[src/rtl/lfs_pkg.sv]
// Shared types and constants for the LED frame sequencer.
package lfs_pkg;

    // Item kinds carried on the action field.
    typedef enum logic [2:0] {
        ACT_TICK    = 3'd0,
        ACT_WRITE   = 3'd1,
        ACT_START   = 3'd2,
        ACT_BATTERY = 3'd3,
        ACT_STATUS  = 3'd4,
        ACT_DIRECT  = 3'd5
    } action_t;

    // Sequencer mode, one-hot.
    typedef enum logic [2:0] {
        MODE_IDLE    = 3'b001,
        MODE_STANDBY = 3'b010,
        MODE_WORKING = 3'b100
    } mode_t;

    // Overlay fields in a pattern word.
    localparam logic [15:0] BATTERY_MASK = 16'h3000;
    localparam logic [15:0] STATUS_MASK  = 16'hC000;
    localparam int          BATTERY_LSB  = 12;
    localparam int          STATUS_LSB   = 14;

endpackage

[src/rtl/led_frame_sequencer.sv]
// LED frame sequencer: pattern table playback with battery and status overlays.
//
//   channel  ports            direction  payload
//   -------  ---------------  ---------  ------------------------------------------
//   input    s_valid/s_ready  in         action, frame_index, frame_word, counts, bits
//   result   m_valid/m_ready  out        drive_valid, drive_word, busy_res, start_error
//
// Each item's state update and result are computed in one pass
// from the sequencer registers and land in the result register at the accepting edge.
// One item per clock is sustained; s_ready drops only while a result waits unread.
// The pattern table reads through a registered port; per-entry valid bits make an
// entry not written since reset read with zero low bits, so no clearing pass is needed.
// Reset is synchronous and active low and clears all control state.
module led_frame_sequencer
    import lfs_pkg::*;
#(
    parameter int TABLE_DEPTH = 16
) (
    input  logic        aclk,
    input  logic        aresetn,
    input  logic        s_valid,
    output logic        s_ready,
    input  logic [2:0]  s_action,
    input  logic [3:0]  s_frame_index,
    input  logic [15:0] s_frame_word,
    input  logic [4:0]  s_frame_count,
    input  logic [15:0] s_hold_ticks,
    input  logic [15:0] s_repeat_count,
    input  logic [15:0] s_overlay_bits,
    output logic        m_valid,
    input  logic        m_ready,
    output logic        m_drive_valid,
    output logic [15:0] m_drive_word,
    output logic        m_busy_res,
    output logic        m_start_error
);

    localparam int IDX_W = (TABLE_DEPTH > 1) ? $clog2(TABLE_DEPTH) : 1;

    // Sequencer state.
    mode_t       mode_reg, mode_next;
    logic [4:0]  frames_left_reg, frames_left_next;
    logic [4:0]  frames_loaded_reg, frames_loaded_next;
    logic [15:0] hold_left_reg, hold_left_next;
    logic [15:0] hold_reload_reg, hold_reload_next;
    logic [15:0] repeats_left_reg, repeats_left_next;
    logic [1:0]  battery_reg, battery_next;
    logic [1:0]  status_reg, status_next;

    // Pattern table and its per-entry valid bits.
    logic [15:0]            table_mem [TABLE_DEPTH];
    logic [TABLE_DEPTH-1:0] entry_valid_reg;

    // Result register.
    logic        m_valid_reg;
    logic        drive_valid_reg, drive_valid_next;
    logic        direct_reg, direct_next;
    logic [15:0] direct_word_reg;
    logic [3:0]  ovl_reg;
    logic [15:0] mem_q_reg;
    logic        mem_q_valid_reg;
    logic        busy_reg;
    logic        err_reg, err_next;

    logic             accept;
    logic             wr_en;
    logic             rd_en;
    logic [4:0]       frames_dec;
    logic [IDX_W+3:0] wr_ext;
    logic [IDX_W+4:0] rd_ext;
    logic [IDX_W-1:0] wr_idx;
    logic [IDX_W-1:0] rd_idx;
    action_t          act;

    assign act     = action_t'(s_action);
    assign s_ready = !m_valid_reg || m_ready;
    assign accept  = s_valid && s_ready;

    // Table addresses, widened before trimming so the slice is legal at any depth.
    assign frames_dec = frames_left_reg - 5'd1;
    assign wr_ext     = {{IDX_W{1'b0}}, s_frame_index};
    assign rd_ext     = {{IDX_W{1'b0}}, frames_dec};
    assign wr_idx     = wr_ext[IDX_W-1:0];
    assign rd_idx     = rd_ext[IDX_W-1:0];

    // Next state and result for the item on the input channel.
    always_comb begin
        mode_next          = mode_reg;
        frames_left_next   = frames_left_reg;
        frames_loaded_next = frames_loaded_reg;
        hold_left_next     = hold_left_reg;
        hold_reload_next   = hold_reload_reg;
        repeats_left_next  = repeats_left_reg;
        battery_next       = battery_reg;
        status_next        = status_reg;
        drive_valid_next   = 1'b0;
        direct_next        = 1'b0;
        err_next           = 1'b0;
        wr_en              = 1'b0;
        rd_en              = 1'b0;
        case (act)
            ACT_TICK: begin
                if (mode_reg == MODE_WORKING) begin
                    if (frames_left_reg == 5'd0) begin
                        // End of a pass: reload, and stop after the last repeat.
                        if (repeats_left_reg == 16'd0) begin
                            mode_next = MODE_STANDBY;
                        end
                        repeats_left_next = repeats_left_reg - 16'd1;
                        frames_left_next  = frames_loaded_reg;
                    end else if (hold_left_reg != 16'd0) begin
                        hold_left_next = hold_left_reg - 16'd1;
                    end else begin
                        frames_left_next = frames_dec;
                        hold_left_next   = hold_reload_reg;
                        drive_valid_next = 1'b1;
                        rd_en            = 1'b1;
                    end
                end
            end
            ACT_WRITE: begin
                wr_en = (32'(s_frame_index) < 32'(TABLE_DEPTH));
            end
            ACT_START: begin
                if (32'(s_frame_count) > 32'(TABLE_DEPTH)) begin
                    err_next = 1'b1;
                end else begin
                    frames_left_next   = s_frame_count;
                    frames_loaded_next = s_frame_count;
                    hold_left_next     = 16'd0;
                    hold_reload_next   = s_hold_ticks;
                    repeats_left_next  = s_repeat_count;
                    mode_next          = MODE_WORKING;
                end
            end
            ACT_BATTERY: begin
                battery_next = s_overlay_bits[BATTERY_LSB+1:BATTERY_LSB];
                if (frames_left_reg == 5'd0) begin
                    frames_left_next = 5'd1;
                end
                mode_next = MODE_WORKING;
            end
            ACT_STATUS: begin
                status_next = s_overlay_bits[STATUS_LSB+1:STATUS_LSB];
                if (frames_left_reg == 5'd0) begin
                    frames_left_next = 5'd1;
                end
                mode_next = MODE_WORKING;
            end
            ACT_DIRECT: begin
                drive_valid_next = 1'b1;
                direct_next      = 1'b1;
            end
            default: begin
            end
        endcase
    end

    // Control state and valid bits.
    always_ff @(posedge aclk) begin
        if (!aresetn) begin
            mode_reg          <= MODE_IDLE;
            frames_left_reg   <= 5'd0;
            frames_loaded_reg <= 5'd0;
            hold_left_reg     <= 16'd0;
            hold_reload_reg   <= 16'd0;
            repeats_left_reg  <= 16'd0;
            battery_reg       <= 2'd0;
            status_reg        <= 2'd0;
            entry_valid_reg   <= '0;
            m_valid_reg       <= 1'b0;
        end else begin
            if (accept) begin
                mode_reg          <= mode_next;
                frames_left_reg   <= frames_left_next;
                frames_loaded_reg <= frames_loaded_next;
                hold_left_reg     <= hold_left_next;
                hold_reload_reg   <= hold_reload_next;
                repeats_left_reg  <= repeats_left_next;
                battery_reg       <= battery_next;
                status_reg        <= status_next;
                if (wr_en) begin
                    entry_valid_reg[wr_idx] <= 1'b1;
                end
            end
            if (accept) begin
                m_valid_reg <= 1'b1;
            end else if (m_ready) begin
                m_valid_reg <= 1'b0;
            end
        end
    end

    // Table write and registered read.
    always_ff @(posedge aclk) begin
        if (accept && wr_en) begin
            table_mem[wr_idx] <= s_frame_word;
        end
        if (accept && rd_en) begin
            mem_q_reg       <= table_mem[rd_idx];
            mem_q_valid_reg <= entry_valid_reg[rd_idx];
        end
    end

    // Result payload, held while the result waits.
    always_ff @(posedge aclk) begin
        if (accept) begin
            drive_valid_reg <= drive_valid_next;
            direct_reg      <= direct_next;
            direct_word_reg <= s_frame_word;
            ovl_reg         <= {status_reg, battery_reg};
            busy_reg        <= (mode_next != MODE_STANDBY);
            err_reg         <= err_next;
        end
    end

    // A played word keeps its low bits and takes the overlays on top.
    always_comb begin
        if (!drive_valid_reg) begin
            m_drive_word = 16'd0;
        end else if (direct_reg) begin
            m_drive_word = direct_word_reg;
        end else if (mem_q_valid_reg) begin
            m_drive_word = {ovl_reg, mem_q_reg[11:0]};
        end else begin
            m_drive_word = {ovl_reg, 12'd0};
        end
    end

    assign m_valid       = m_valid_reg;
    assign m_drive_valid = drive_valid_reg;
    assign m_busy_res    = busy_reg;
    assign m_start_error = err_reg;

`ifndef NO_ASSERTIONS
    // A rejected start leaves the mode as it was.
    assert property (@(posedge aclk) disable iff (!aresetn)
        (accept && act == ACT_START && 32'(s_frame_count) > 32'(TABLE_DEPTH))
        |=> (mode_reg == $past(mode_reg)))
        else $error("rejected start changed the mode");

    // The last pass ending drops busy on the result of that tick.
    assert property (@(posedge aclk) disable iff (!aresetn)
        (accept && act == ACT_TICK && mode_reg == MODE_WORKING &&
         frames_left_reg == 5'd0 && repeats_left_reg == 16'd0)
        |=> (m_valid && !m_busy_res && !m_drive_valid))
        else $error("final pass end did not report standby");

    // Pending frames never exceed the table.
    assert property (@(posedge aclk) disable iff (!aresetn)
        32'(frames_left_reg) <= 32'(TABLE_DEPTH))
        else $error("frames_left beyond table depth");

    // An idle word is zero.
    assert property (@(posedge aclk) disable iff (!aresetn)
        (m_valid && !m_drive_valid) |-> (m_drive_word == 16'd0))
        else $error("drive word nonzero without drive_valid");

    // A start error never comes with a driven word.
    assert property (@(posedge aclk) disable iff (!aresetn)
        (m_valid && m_start_error) |-> !m_drive_valid)
        else $error("start error with a driven word");
`endif

endmodule
[config.mk]
export PLATFORM = sky130hd
export DESIGN_NAME = led_frame_sequencer
export DESIGN_NICKNAME = d
export VERILOG_FILES = /design/src/rtl/lfs_pkg.sv /design/src/rtl/led_frame_sequencer.sv
export SDC_FILE = /design/constraint.sdc
export NUM_CORES = 1
export LEC_CHECK = 0
export ABC_AREA = 1
export BUFFER_PORTS_ARGS = -buffer_cell sky130_fd_sc_hd__buf_2
export CAP_MARGIN = 20
export CELL_PAD_IN_SITES_DETAIL_PLACEMENT = 1
export CELL_PAD_IN_SITES_GLOBAL_PLACEMENT = 1
export CORE_MARGIN = 2
export CORE_UTILIZATION = 47
export DETAILED_ROUTE_END_ITERATION = 12
export PLACE_DENSITY = 0.79
export SETUP_SLACK_MARGIN = 0.3
export SYNTH_ARGS = -nofsm -noshare
export SYNTH_HDL_FRONTEND = slang
export SYNTH_SLANG_ARGS = --single-unit
[constraint.sdc]
create_clock -name aclk -period 2.9 [get_ports aclk]
set_clock_uncertainty 0.15 [all_clocks]
set_input_delay 0.145 -clock aclk [delete_from_list [all_inputs] [get_ports aclk]]
set_output_delay 0.145 -clock aclk [all_outputs]
set_load 0.02 [all_outputs]
==> results of run 1 <==
-- synth_stat cells, types with 2 or more instances --
master	number
sky130_fd_sc_hd__edfxtp_1	229
sky130_fd_sc_hd__nor2_1	254
sky130_fd_sc_hd__xor2_1	8
sky130_fd_sc_hd__nand3b_1	2
sky130_fd_sc_hd__inv_2	6
sky130_fd_sc_hd__inv_1	84
sky130_fd_sc_hd__buf_6	3
sky130_fd_sc_hd__buf_4	2
sky130_fd_sc_hd__nand4_1	8
sky130_fd_sc_hd__nand4_4	2
sky130_fd_sc_hd__a21oi_1	69
sky130_fd_sc_hd__o22ai_1	25
sky130_fd_sc_hd__o21ai_0	163
sky130_fd_sc_hd__nand2_2	4
sky130_fd_sc_hd__nand3_2	3
sky130_fd_sc_hd__nor2_4	2
sky130_fd_sc_hd__buf_2	11
sky130_fd_sc_hd__dfxtp_1	82
sky130_fd_sc_hd__nor3_1	6
sky130_fd_sc_hd__ha_1	5
sky130_fd_sc_hd__clkbuf_1	47
sky130_fd_sc_hd__nor2_2	6
sky130_fd_sc_hd__nand2_1	205
sky130_fd_sc_hd__o211ai_1	26
sky130_fd_sc_hd__buf_1	3
sky130_fd_sc_hd__xnor2_1	3
sky130_fd_sc_hd__o221ai_1	27
sky130_fd_sc_hd__nand3_1	45
-- cell families (layout without fill, tap and decap cells) --
group	Yosys count	in the layout	share of synthesized area, %
simple gates	541	541	16.8
flops	311	311	63.7
xor+xnor	12	12	0.843
fa+ha+maj	5	5	0.468
other cells	0	3	0
buf+inv	157	349	4.74
compound gates	316	316	13.4
-- layer usage --
metal	vias up	track usage, %	routed length (um)
met5	-	0	0
met4	0	12.4	1700
met3	125	4.57	2550
met2	406	47.7	20600
met1	5484	35.3	16900
li1	4981	-	-
-- timing repair --
item / 4_1_cts / 5_1_grt
gates resized for setup: 1 / 0
endpoints found under the setup margin: 2 / 0
hold endpoints to repair: 260 / 0
hold buffers: 67 / 0
-- worst max-delay path, delay by kind of cell --
family                 cells  cell delay, ns
buffers and inverters      4            0.99
and+or+nand+nor            6            1.30
AOI/OAI and AO/OA          1            0.17
-- stage by stage --
step	power (mW)	util, %	hold WS [ns]
2_1_floorplan	6.08	-	0.0939
3_3_place_gp	6.53	51.4	0.180
3_5_place_dp	6.62	51.4	0.184
4_1_cts	10.8	57.7	0.0207
5_1_grt	11.3	57.7	0.0564
6_report	10.9	57.7	0.0260
-- power breakdown --
part	switching, mW	leakage [nW]	internal [mW]
clock network	1.78	0.517	2.42
registers	0.0496	2.74	4.86
logic	1.18	2.86	0.562
total	3.01	6.12	7.85
-- worst paths after layout --
kind                                           start                   end  slack, ns
worst max-delay path                     s_action[2]      hold_left_reg[0]       0.54
worst min-delay path                     s_action[0]         m_drive_valid       0.03
worst max register to register    frames_left_reg[2]    frames_left_reg[3]       0.55
worst min register to register  frames_loaded_reg[3]  frames_loaded_reg[3]       0.30
-- layout make-up --
type / count / area (um^2) / share of cell area (%)
sequential: 311 / 8520 / 53.0
tap: 378 / 473 / 2.94
timing repair buffer: 195 / 1420 / 8.85
multi-input combinational: 874 / 4250 / 26.4
clock buffer: 45 / 956 / 5.94
inverter: 91 / 342 / 2.12
antenna: 3 / 7.51 / 0.0467
clock inverter: 18 / 116 / 0.723
==> metrics.md, run 1 <==
| Metric | Value |
|---|---|
| Sequential area share after synthesis | 63.7% |
| Slowest library cell on the worst path | sky130_fd_sc_hd__dlygate4sd3_1 |
| Total I/O pin count | about 100 |
| Number of warnings issued by yosys | 0 |
| Antenna violations before repair | 3 |
| TNS Setup | 0 ns |
| DP Cell Count | about 1.8k |
| Data arrival, critical path | 2.63 ns |
| Number of clock sinks | 311 |
| Maximum number of pins on one net before global-route repair | between 100 and 150 |
| Max cap viols | 0 |
| Starting density of the core | a little under half |
| Depth of the worst register-to-register path | 8 |
| Vias per cell | around 5.7 |
| Critical Path Max Stage Delay | 0.52 ns |
| Area after DPL | 14300 um^2 |
| TritonCTS clock tree | done |
| Worst max-slew margin expressed relative to the limit | 28.1% |
| Required time at the worst-slack endpoint | 3.17 ns |
| Kind of critical path | in -> reg |
| Weighted congestion reported at the end of routability-driven placement | approximately 0.81 |
| Number of flip-flops under the largest register name | 192 |
| Number of cells in the finished layout apart from fillers | about 1.9k |
| Mean Syn Cell Area | 9.96 um^2 |
| Unrepaired setup endpoints after global routing | false |
| Portion of the clock cycle consumed by the worst path in the final layout | 81.3% |
| Most used cell along the critical path | sky130_fd_sc_hd__nor2_4 |
| Total setup buffers inserted after CTS | 0 |
| Proportion of netlist area held by the largest area contributor | 51.5% |
| Number of global-route vias before repair | about 12k |
| Root cell of the clock tree | sky130_fd_sc_hd__clkbuf_16 |
| Total Die Area | 29800 um^2 |
| FFs w/ async S/R, synth | 0% |
| Largest voltage drop on the vdd net | approximately 0.33 mV |
| Slew Limit Fails | 0 |
| Status | finished clean |
| Post-detailed-route DRC marker count | 0 |
| Synth Instances | 1342 |
| Number of endpoints with negative hold slack in the final report | 0 |
| Combined global-route utilization of all metal layers | 28.0% |
| Actual slew at the worst max-slew pin | 1.08 ns |
| Number of buffers added by the clock tree synthesis step | 35 |
| Number of enable-type register cells in the synthesized netlist | 229 |
| Cell type contributing the most total cell area after synthesis | sky130_fd_sc_hd__edfxtp_1 |
| DR WL/cell | 21.8 um |
| Proportion of layout cells with a drive suffix above 1 | 13.6% |
| Tightest Hold Check Type | in -> reg |
| Critical Path, Cell by Cell | dlygate4sd3_1 -> buf_2 -> inv_2 -> nand2_1 -> nor2_4 -> buf_4 -> nand3_4 -> nand4_4 -> nor2_4 -> nand3_1 -> a21oi_1 |
| Top fanout value on the critical path | 24 |
| Post-DP HPWL | 24500 um |
| Netlist Area Pre-Place | 13400 um^2 |
| Post-synth top flop | sky130_fd_sc_hd__edfxtp_1 |
| Router iterations before antenna repair | 5 |
| Number of nets in the layout | 1593 |
| Count of unique library cells instantiated by Yosys | 40 |
| Type of element capturing the critical path | register |
| Commonest cells after routing, fill and taps aside | sky130_fd_sc_hd__nor2_1 (253), sky130_fd_sc_hd__edfxtp_1 (229), sky130_fd_sc_hd__nand2_1 (205), sky130_fd_sc_hd__o21ai_0 (163), sky130_fd_sc_hd__buf_2 (88) |
| Fill cell instance count of the final layout | 3061 |
| Number of violations reported at the end of detailed-routing iteration 0 | 972 |
| Final critical-path required period | 2.36 ns |
| Clock-pin slew on the worst setup and hold paths | 0.07 ns |
| Later-pin clock latency in the skew report | 0.52 ns |
| Main area contributors after synthesis | sky130_fd_sc_hd__edfxtp_1 (51%), sky130_fd_sc_hd__dfxtp_1 (12%), sky130_fd_sc_hd__nor2_1 (7.1%) |
| Synthesized flop and latch total | slightly above 300 |
| Global-route congestion overflow total | 0 |
| CTS H-tree depth | 2 |
| Leakage power of the design | 6.12 nW |
| Antenna-violating nets left | 0 |
| Via count | roughly 11k |
| Synthesis-to-layout area growth | 20.3% |
| CP startpoint kind | primary input |
| Vertical die dimension | 173 um |
| Total core area | 27900 um^2 |
| Setup violations, final | 0 |
| Count of input and output buffers | 88 |
| Die X | around 170 um |
| Global-route wire length before repair | 65500 um |
| Synth Net Count | between 1k and 1.5k |
| Power per cell area | slightly below 700 nW/um^2 |
| Summed area of non-filler cells in the final layout | 16100 um^2 |
| Max Root-Sink Buffers | 3 |
| Number of rows in the core area | 61 |
| Top register by number of flip-flops | table_mem |
| Most common library cell in the layout ignoring fill and taps | sky130_fd_sc_hd__nor2_1 |
| Least setup slack across all paths after layout | roughly 0.54 ns |
| Worst hold path stage count | 3 |
| Worst slack after detailed placement | 0.273 ns |
| F_max | 0.424 GHz |
| Overall routed net length | ~42000 um |
Note: power is estimated with default switching activity, not from simulation.
==> run 2, diff against run 1 <==
clock period = 2.4 ns   (was 2.9 ns; I/O delays follow)
==> run 2 against run 1 <==
Compared with the run above:
- register-to-register slack lost 0.31 ns
- via count shrank 0.40%
- routed wire length grew 2.3%
- clock power up 18%
- utilization increased by 1.9 points
- combinational power rose by 35%
- critical path depth shrank 2
- highest routed layer is now met5
- design area grew 3.3%
- power is 22% higher
- clock-buffer cell count unchanged
- sequential power up 21%
==> metrics.md, run 2 (synthesis gave the netlist of run 1 again) <==
| Metric | Value |
|---|---|
| Status | finished clean |
| Total Die Area | 29800 um^2 |
| Overall power | 13.2 mW |
| Flop pwr share | 44.9% |
| Top register by number of flip-flops | table_mem |
| Largest voltage drop on the vdd net | 0.396 mV |
| Internal power | 9.47 mW |
| Post-DP HPWL | 23500 um |
| Slowest library cell on the worst path | sky130_fd_sc_hd__dfxtp_4 |
| Top fanout value on the critical path | 6 |
| Portion of the clock cycle consumed by the worst path in the final layout | 89.9% |
| Met1 Wirelength | ~17000 um |
| Number of endpoints with negative hold slack in the final report | 0 |
| Type of element capturing the critical path | register |
| Most common library cell in the layout ignoring fill and taps | sky130_fd_sc_hd__nor2_1 |
| Die X | 173 um |
| Max Root-Sink Buffers | 3 |
| Required time at the worst-slack endpoint | ~2.5 ns |
| Global-route wire length before repair | 64100 um |
| Critical Path Max Stage Delay | 0.40 ns |
| Fill cell instance count of the final layout | 2997 |
| Unrepaired setup endpoints after global routing | true |
| Antenna violations before repair | 3 |
| Router iterations before antenna repair | 5 |
| F_max | 0.464 GHz |
| Total core area | 27900 um^2 |
| Combined area of the multi-input logic cells | around 4400 um^2 |
| Number of violations reported at the end of detailed-routing iteration 0 | 861 |
| TritonCTS clock tree | done |
| Root cell of the clock tree | sky130_fd_sc_hd__clkbuf_16 |
| Count of input and output buffers | 88 |
| Buf/Inv on CP | 4 |
| Top layer used by detailed routing | met5 |
| DR WL/cell | 22.0 um |
| Vertical die dimension | 173 um |
| Number of global-route vias before repair | 11.6k |
| Total I/O pin count | 101 |
| Later-pin clock latency in the skew report | 0.52 ns |
| Amount of wire on met2 after detailed routing | 21500 um |
| Antenna-violating nets left | 0 |
| Switching pwr | approximately 3.7 mW |
| Most used cell along the critical path | sky130_fd_sc_hd__buf_4 |
| Overall routed net length | 42700 um |
| Clock group share of total power | 37.4% |
| CTS H-tree depth | 2 |
| Max cap viols | 0 |
| Kind of critical path | reg -> reg |
| Number of rows in the core area | 61 |
| Commonest cells after routing, fill and taps aside | sky130_fd_sc_hd__nor2_1 (238), sky130_fd_sc_hd__edfxtp_1 (229), sky130_fd_sc_hd__nand2_1 (205), sky130_fd_sc_hd__o21ai_0 (155), sky130_fd_sc_hd__buf_2 (88) |
| Setup violations, final | 0 |
| Data arrival, critical path | 2.26 ns |
| Weighted congestion reported at the end of routability-driven placement | 0.828 |
| Total area of sequential cells | 8520 um^2 |
| Critical Path, Cell by Cell | clkinv_8 -> ha_4 -> clkinvlp_4 -> buf_4 -> buf_4 -> o21ai_0 -> o221ai_1 -> o211ai_1 -> nand2_1 |
| Proportion of layout cells with a drive suffix above 1 | 16.7% |
| Final critical-path required period | about 2.2 ns |
| Fraction of power spent switching nets | 28.4% |
| Actual slew at the worst max-slew pin | slightly below 0.7 ns |
| Number of buffers added by the clock tree synthesis step | 35 |
| Synthesis-to-layout area growth | 24.3% |
| CP startpoint kind | register |
| Maximum number of pins on one net before global-route repair | between 100 and 150 |
| Power per cell area | 796 nW/um^2 |
| Number of clock sinks | 311 |
| TNS Setup | 0 ns |
| Post-detailed-route DRC marker count | 0 |
| Cell class contributing the biggest share of worst-path delay | buffers and inverters |
| Combined global-route utilization of all metal layers | 27.4% |
| Via count | 11.0k |
| Starting density of the core | a little under half |
| Tightest Hold Check Type | in -> reg |
| Number of nets in the layout | 1619 |
| Number of flip-flops under the largest register name | 192 |
| Combinational Power Share | 17.7% |
| Global-route congestion overflow total | 0 |
| Worst max-slew margin expressed relative to the limit | between 50% and 60% |
| Leakage power of the design | 6.32 nW |
| Clock-pin slew on the worst setup and hold paths | 0.06 ns |
| Slew Limit Fails | 0 |
| Vias per cell | 5.64 |
| Met3 WL | 2340 um |
[run 2: cell types whose count changed in the layout (fill, tap and decap cells not counted), moves of 3 or more]
cell	change
sky130_fd_sc_hd__buf_12	+10
sky130_fd_sc_hd__buf_6	+6
sky130_fd_sc_hd__dlygate4sd3_1	+3
sky130_fd_sc_hd__inv_1	-3
sky130_fd_sc_hd__nor2_1	-15
sky130_fd_sc_hd__nor2_2	+13
sky130_fd_sc_hd__o21ai_0	-8
sky130_fd_sc_hd__o21ai_1	+4
sky130_fd_sc_hd__o21ai_2	+4
[run 2: layer usage]
layer / vias to the layer above / GRT usage (%)
li1: 5052 / -
met1: 5428 / 34.2
met2: 369 / 47.6
met3: 101 / 4.31
met4: 2 / 11.3
met5: - / 0
[run 2: area by class of cell]
type                            count  share of cell area (%)
Sequential cell                   311                    51.3
Multi-Input combinational cell    875                    26.3
Timing Repair Buffer              220                    11.1
Clock buffer                       45                    5.56
Tap cell                          378                    2.85
Inverter                           91                    2.21
Clock inverter                     19                   0.678
Antenna cell                        2                  0.0301
[run 2: path summary, 6_finish.rpt]
kind,from,to,slack (ns),cells past startpoint
worst max-delay path,frames_left_reg[0],mem_q_valid_reg,0.24,9
worst min-delay path,s_action[1],m_busy_res,0.06,5
worst max register to register,frames_left_reg[0],mem_q_valid_reg,0.24,9
worst min register to register,frames_loaded_reg[1],frames_loaded_reg[1],0.30,2
[run 2: timing repair]
item                       in CTS  in global routing
setup endpoints to repair      89                179
hold buffers                   70                  0
cloned                          0                  4
buffers inserted                7                 11
hold endpoints to repair      260                  0
pin swaps                       1                 11
resized for setup               8                 33
[run 2: worst reg2reg max path, cell delays in order, from the launching register on]
cell                         delay, ns
sky130_fd_sc_hd__dfxtp_4          0.40
sky130_fd_sc_hd__clkinv_8         0.07
sky130_fd_sc_hd__ha_4             0.29
sky130_fd_sc_hd__clkinvlp_4       0.18
sky130_fd_sc_hd__buf_4            0.20
sky130_fd_sc_hd__buf_4            0.15
sky130_fd_sc_hd__o21ai_0          0.09
sky130_fd_sc_hd__o221ai_1         0.14
sky130_fd_sc_hd__o211ai_1         0.13
sky130_fd_sc_hd__nand2_1          0.11
[run 2: power by group through the flow]
stage | combinational [mW] | sequential (mW) | clock, mW
after global routing | 2.57 | 5.94 | 5.20
final | 2.35 | 5.93 | 4.94
after detailed placement | 2.00 | 6.04 | 0
after floorplan | 1.37 | 6.03 | 0
after global placement | 1.92 | 6.04 | 0
after CTS | 2.16 | 5.93 | 4.96
[run 2: through the flow]
stage | cells | hold WS (ns) | cell area [um^2] | setup WS (ns) | util (%)
6_report | 1941 | 0.0593 | 16600 | 0.243 | 59.6
5_1_grt | 1941 | 0.0694 | 16600 | 0.117 | 59.6
4_1_cts | 1924 | 0.0249 | 16300 | 0.217 | 58.7
3_5_place_dp | 1783 | 0.149 | 14500 | 0.184 | 52.1
3_3_place_gp | 1783 | 0.148 | 14500 | 0.284 | 52.1
2_1_floorplan | 1342 | 0.0689 | 13500 | 0.186 | -
==> run 3, diff against run 2 <==
BUFFER_PORTS_ARGS = not set   (was -buffer_cell sky130_fd_sc_hd__buf_2)
CORE_UTILIZATION = 50   (was 47)
DONT_BUFFER_PORTS = 1   (was not set)
==> run 3 against run 2 <==
Compared with the run above:
- the run now ends with hold timing left
- utilization up 2.7 points
- die area is 5.9% lower
- cell count is 6.1% lower
- hold slack got worse by 0.077 ns
- clock-buffer cell count shrank 5
==> metrics.md, run 3 (synthesis gave the netlist of run 1 again) <==
| Metric | Value |
|---|---|
| Number of endpoints with negative hold slack in the final report | 8 |
| Total core area | 26100 um^2 |
| Via count | 10.7k |
| Flop pwr share | between 40 and 50% |
| Global-route congestion overflow total | 0 |
| Number of clock sinks | a little over 300 |
| Weighted congestion reported at the end of routability-driven placement | around 0.81 |
| Proportion of layout cells with a drive suffix above 1 | 12.6% |
| Maximum number of pins on one net before global-route repair | ~100 |
| Internal power | 9.46 mW |
| CTS H-tree depth | 2 |
| Total Die Area | 28100 um^2 |
| Later-pin clock latency in the skew report | 0.53 ns |
| Starting density of the core | between 50% and 60% |
| Post-DP HPWL | 22600 um |
| Combined area of the multi-input logic cells | 4440 um^2 |
| TritonCTS clock tree | done |
| Commonest cells after routing, fill and taps aside | sky130_fd_sc_hd__nor2_1 (235), sky130_fd_sc_hd__edfxtp_1 (229), sky130_fd_sc_hd__nand2_1 (204), sky130_fd_sc_hd__o21ai_0 (159), sky130_fd_sc_hd__dlygate4sd3_1 (86) |
| Die X | 167 um |
| Number of violations reported at the end of detailed-routing iteration 0 | 783 |
| Max Root-Sink Buffers | 3 |
| Combined global-route utilization of all metal layers | 28.5% |
| Status | finished with violations |
| Synthesis-to-layout area growth | 21.9% |
| Slew Limit Fails | 0 |
| Root cell of the clock tree | sky130_fd_sc_hd__clkbuf_16 |
| F_max | 0.461 GHz |
| TNS Setup | 0 ns |
| Type of element capturing the critical path | register |
| Most common library cell in the layout ignoring fill and taps | sky130_fd_sc_hd__nor2_1 |
| Final critical-path required period | 2.17 ns |
| Combinational Power Share | 17.1% |
| Portion of the clock cycle consumed by the worst path in the final layout | 90.3% |
| Max cap viols | 0 |
| Top register by number of flip-flops | table_mem |
| Most used cell along the critical path | sky130_fd_sc_hd__o21ai_0 |
| Tightest Hold Check Type | in -> reg |
| Antenna-violating nets left | 0 |
| Data arrival, critical path | 2.27 ns |
| Number of nets in the layout | 1548 |
| Required time at the worst-slack endpoint | 2.50 ns |
| Critical Path Max Stage Delay | 0.36 ns |
| Unrepaired setup endpoints after global routing | true |
| Min Hold Slack | -0.0173 ns |
| Fill cell instance count of the final layout | 2773 |
| DR WL/cell | 22.4 um |
| Power per cell area | 807 nW/um^2 |
| Number of global-route vias before repair | 11.4k |
| Number of flip-flops under the largest register name | 192 |
| Largest voltage drop on the vdd net | 0.573 mV |
| Setup violations, final | 0 |
| Clock-pin slew on the worst setup and hold paths | 0.07 ns |
| Total area of sequential cells | 8520 um^2 |
| Antenna violations before repair | 1 |
| Count of input and output buffers | 0 |
| Failing checks | hold timing |
| Leakage power of the design | 6.04 nW |
| Router iterations before antenna repair | 5 |
| Vertical die dimension | 167 um |
| Overall routed net length | 40800 um |
| CP startpoint kind | register |
| Number of rows in the core area | 59 |
| Critical Path, Cell by Cell | inv_2 -> ha_4 -> buf_12 -> a21oi_1 -> o21ai_0 -> o21ai_0 -> o211ai_1 -> nand2_1 |
| Global-route wire length before repair | 62300 um |
| Clock group share of total power | a little under two fifths |
| Worst max-slew margin expressed relative to the limit | 45.6% |
| Number of buffers added by the clock tree synthesis step | 35 |
| Vias per cell | 5.84 |
| Total I/O pin count | 101 |
| Overall power | ~13 mW |
| Kind of critical path | reg -> reg |
| Actual slew at the worst max-slew pin | just over 0.8 ns |
| Switching pwr | approximately 3.7 mW |
| Post-detailed-route DRC marker count | 0 |
| Top fanout value on the critical path | 53 |
| Fraction of power spent switching nets | 28.1% |
| Slowest library cell on the worst path | sky130_fd_sc_hd__dfxtp_1 |
## run 3: cell count changes in the layout (fill, tap and decap cells not counted), sizes merged
| cell | delta |
|---|---|
| buf | -85 |
| dlygate4sd3 | +16 |
| clkbuf | -6 |
| bufinv | +1 |
| clkinv | +1 |
| clkinvlp | +1 |
| diode | -1 |
| inv | -1 |
| o21ai | -1 |
## run 3: path summary, 6_finish.rpt
kind                                         start                 end  cells past startpoint  slack [ns]
worst max-delay path            frames_left_reg[1]     mem_q_valid_reg                      8        0.23
worst min-delay path              s_frame_index[2]  entry_valid_reg[7]                      7       -0.02
worst max register to register  frames_left_reg[1]     mem_q_valid_reg                      8        0.23
worst min register to register      battery_reg[1]          ovl_reg[1]                      0        0.28
## run 3: area by class of cell
cell class,count,area share [%]
inverter,91,2.21
sequential,311,52.3
clock buffer,40,5.55
multi-input combinational,874,27.3
clock inverter,21,0.852
tap,335,2.57
antenna,1,0.0154
timing repair buffer,150,9.24
## run 3: repair_timing
item                                   4_1_cts  5_1_grt
endpoints found under the hold margin      366        9
resized for setup                           19       35
buffers inserted                             1       10
gates cloned                                 0        1
pin swaps                                    5        9
hold buffers                                85        2
setup endpoints to repair                  201      249
## run 3: power groups by stage
stage	Sequential (mW)	Clock [mW]	Combinational, mW
global route	5.95	5.24	2.46
floorplan	6.03	0	1.37
global placement	6.05	0	1.80
CTS	5.94	5.00	2.12
detailed placement	6.05	0	1.89
finish	5.95	4.96	2.25
## run 3: metal layers
layer	GRT usage (%)	up-vias	part of all wire (%)
met3	4.59	116	5.3
met1	33.2	5288	38
met4	10.4	0	3.3
met2	53.1	345	53
met5	0	-	0
li1	-	4904	-
## run 3: worst max-delay path: cells and delay by family, from the launching register on
| kind | cells | cell delay (ns) |
|---|---|---|
| simple gates | 1 | 0.11 |
| flops | 1 | 0.36 |
| fa+ha+maj | 1 | 0.30 |
| buf+inv | 2 | 0.31 |
| compound gates | 4 | 0.66 |
## run 3: metrics by stage
stage | hold slack, ns | util (%) | cells | instance area, um^2 | worst slack [ns]
after floorplan | 0.0689 | - | 1342 | 13500 | 0.186
after global placement | 0.0456 | 53.7 | 1662 | 14000 | 0.267
after detailed placement | 0.0493 | 53.7 | 1662 | 14000 | 0.194
after CTS | 0.00373 | 61.3 | 1809 | 16000 | 0.274
after global routing | -0.000218 | 62.4 | 1823 | 16300 | 0.172
final | -0.0173 | 62.4 | 1823 | 16300 | 0.232
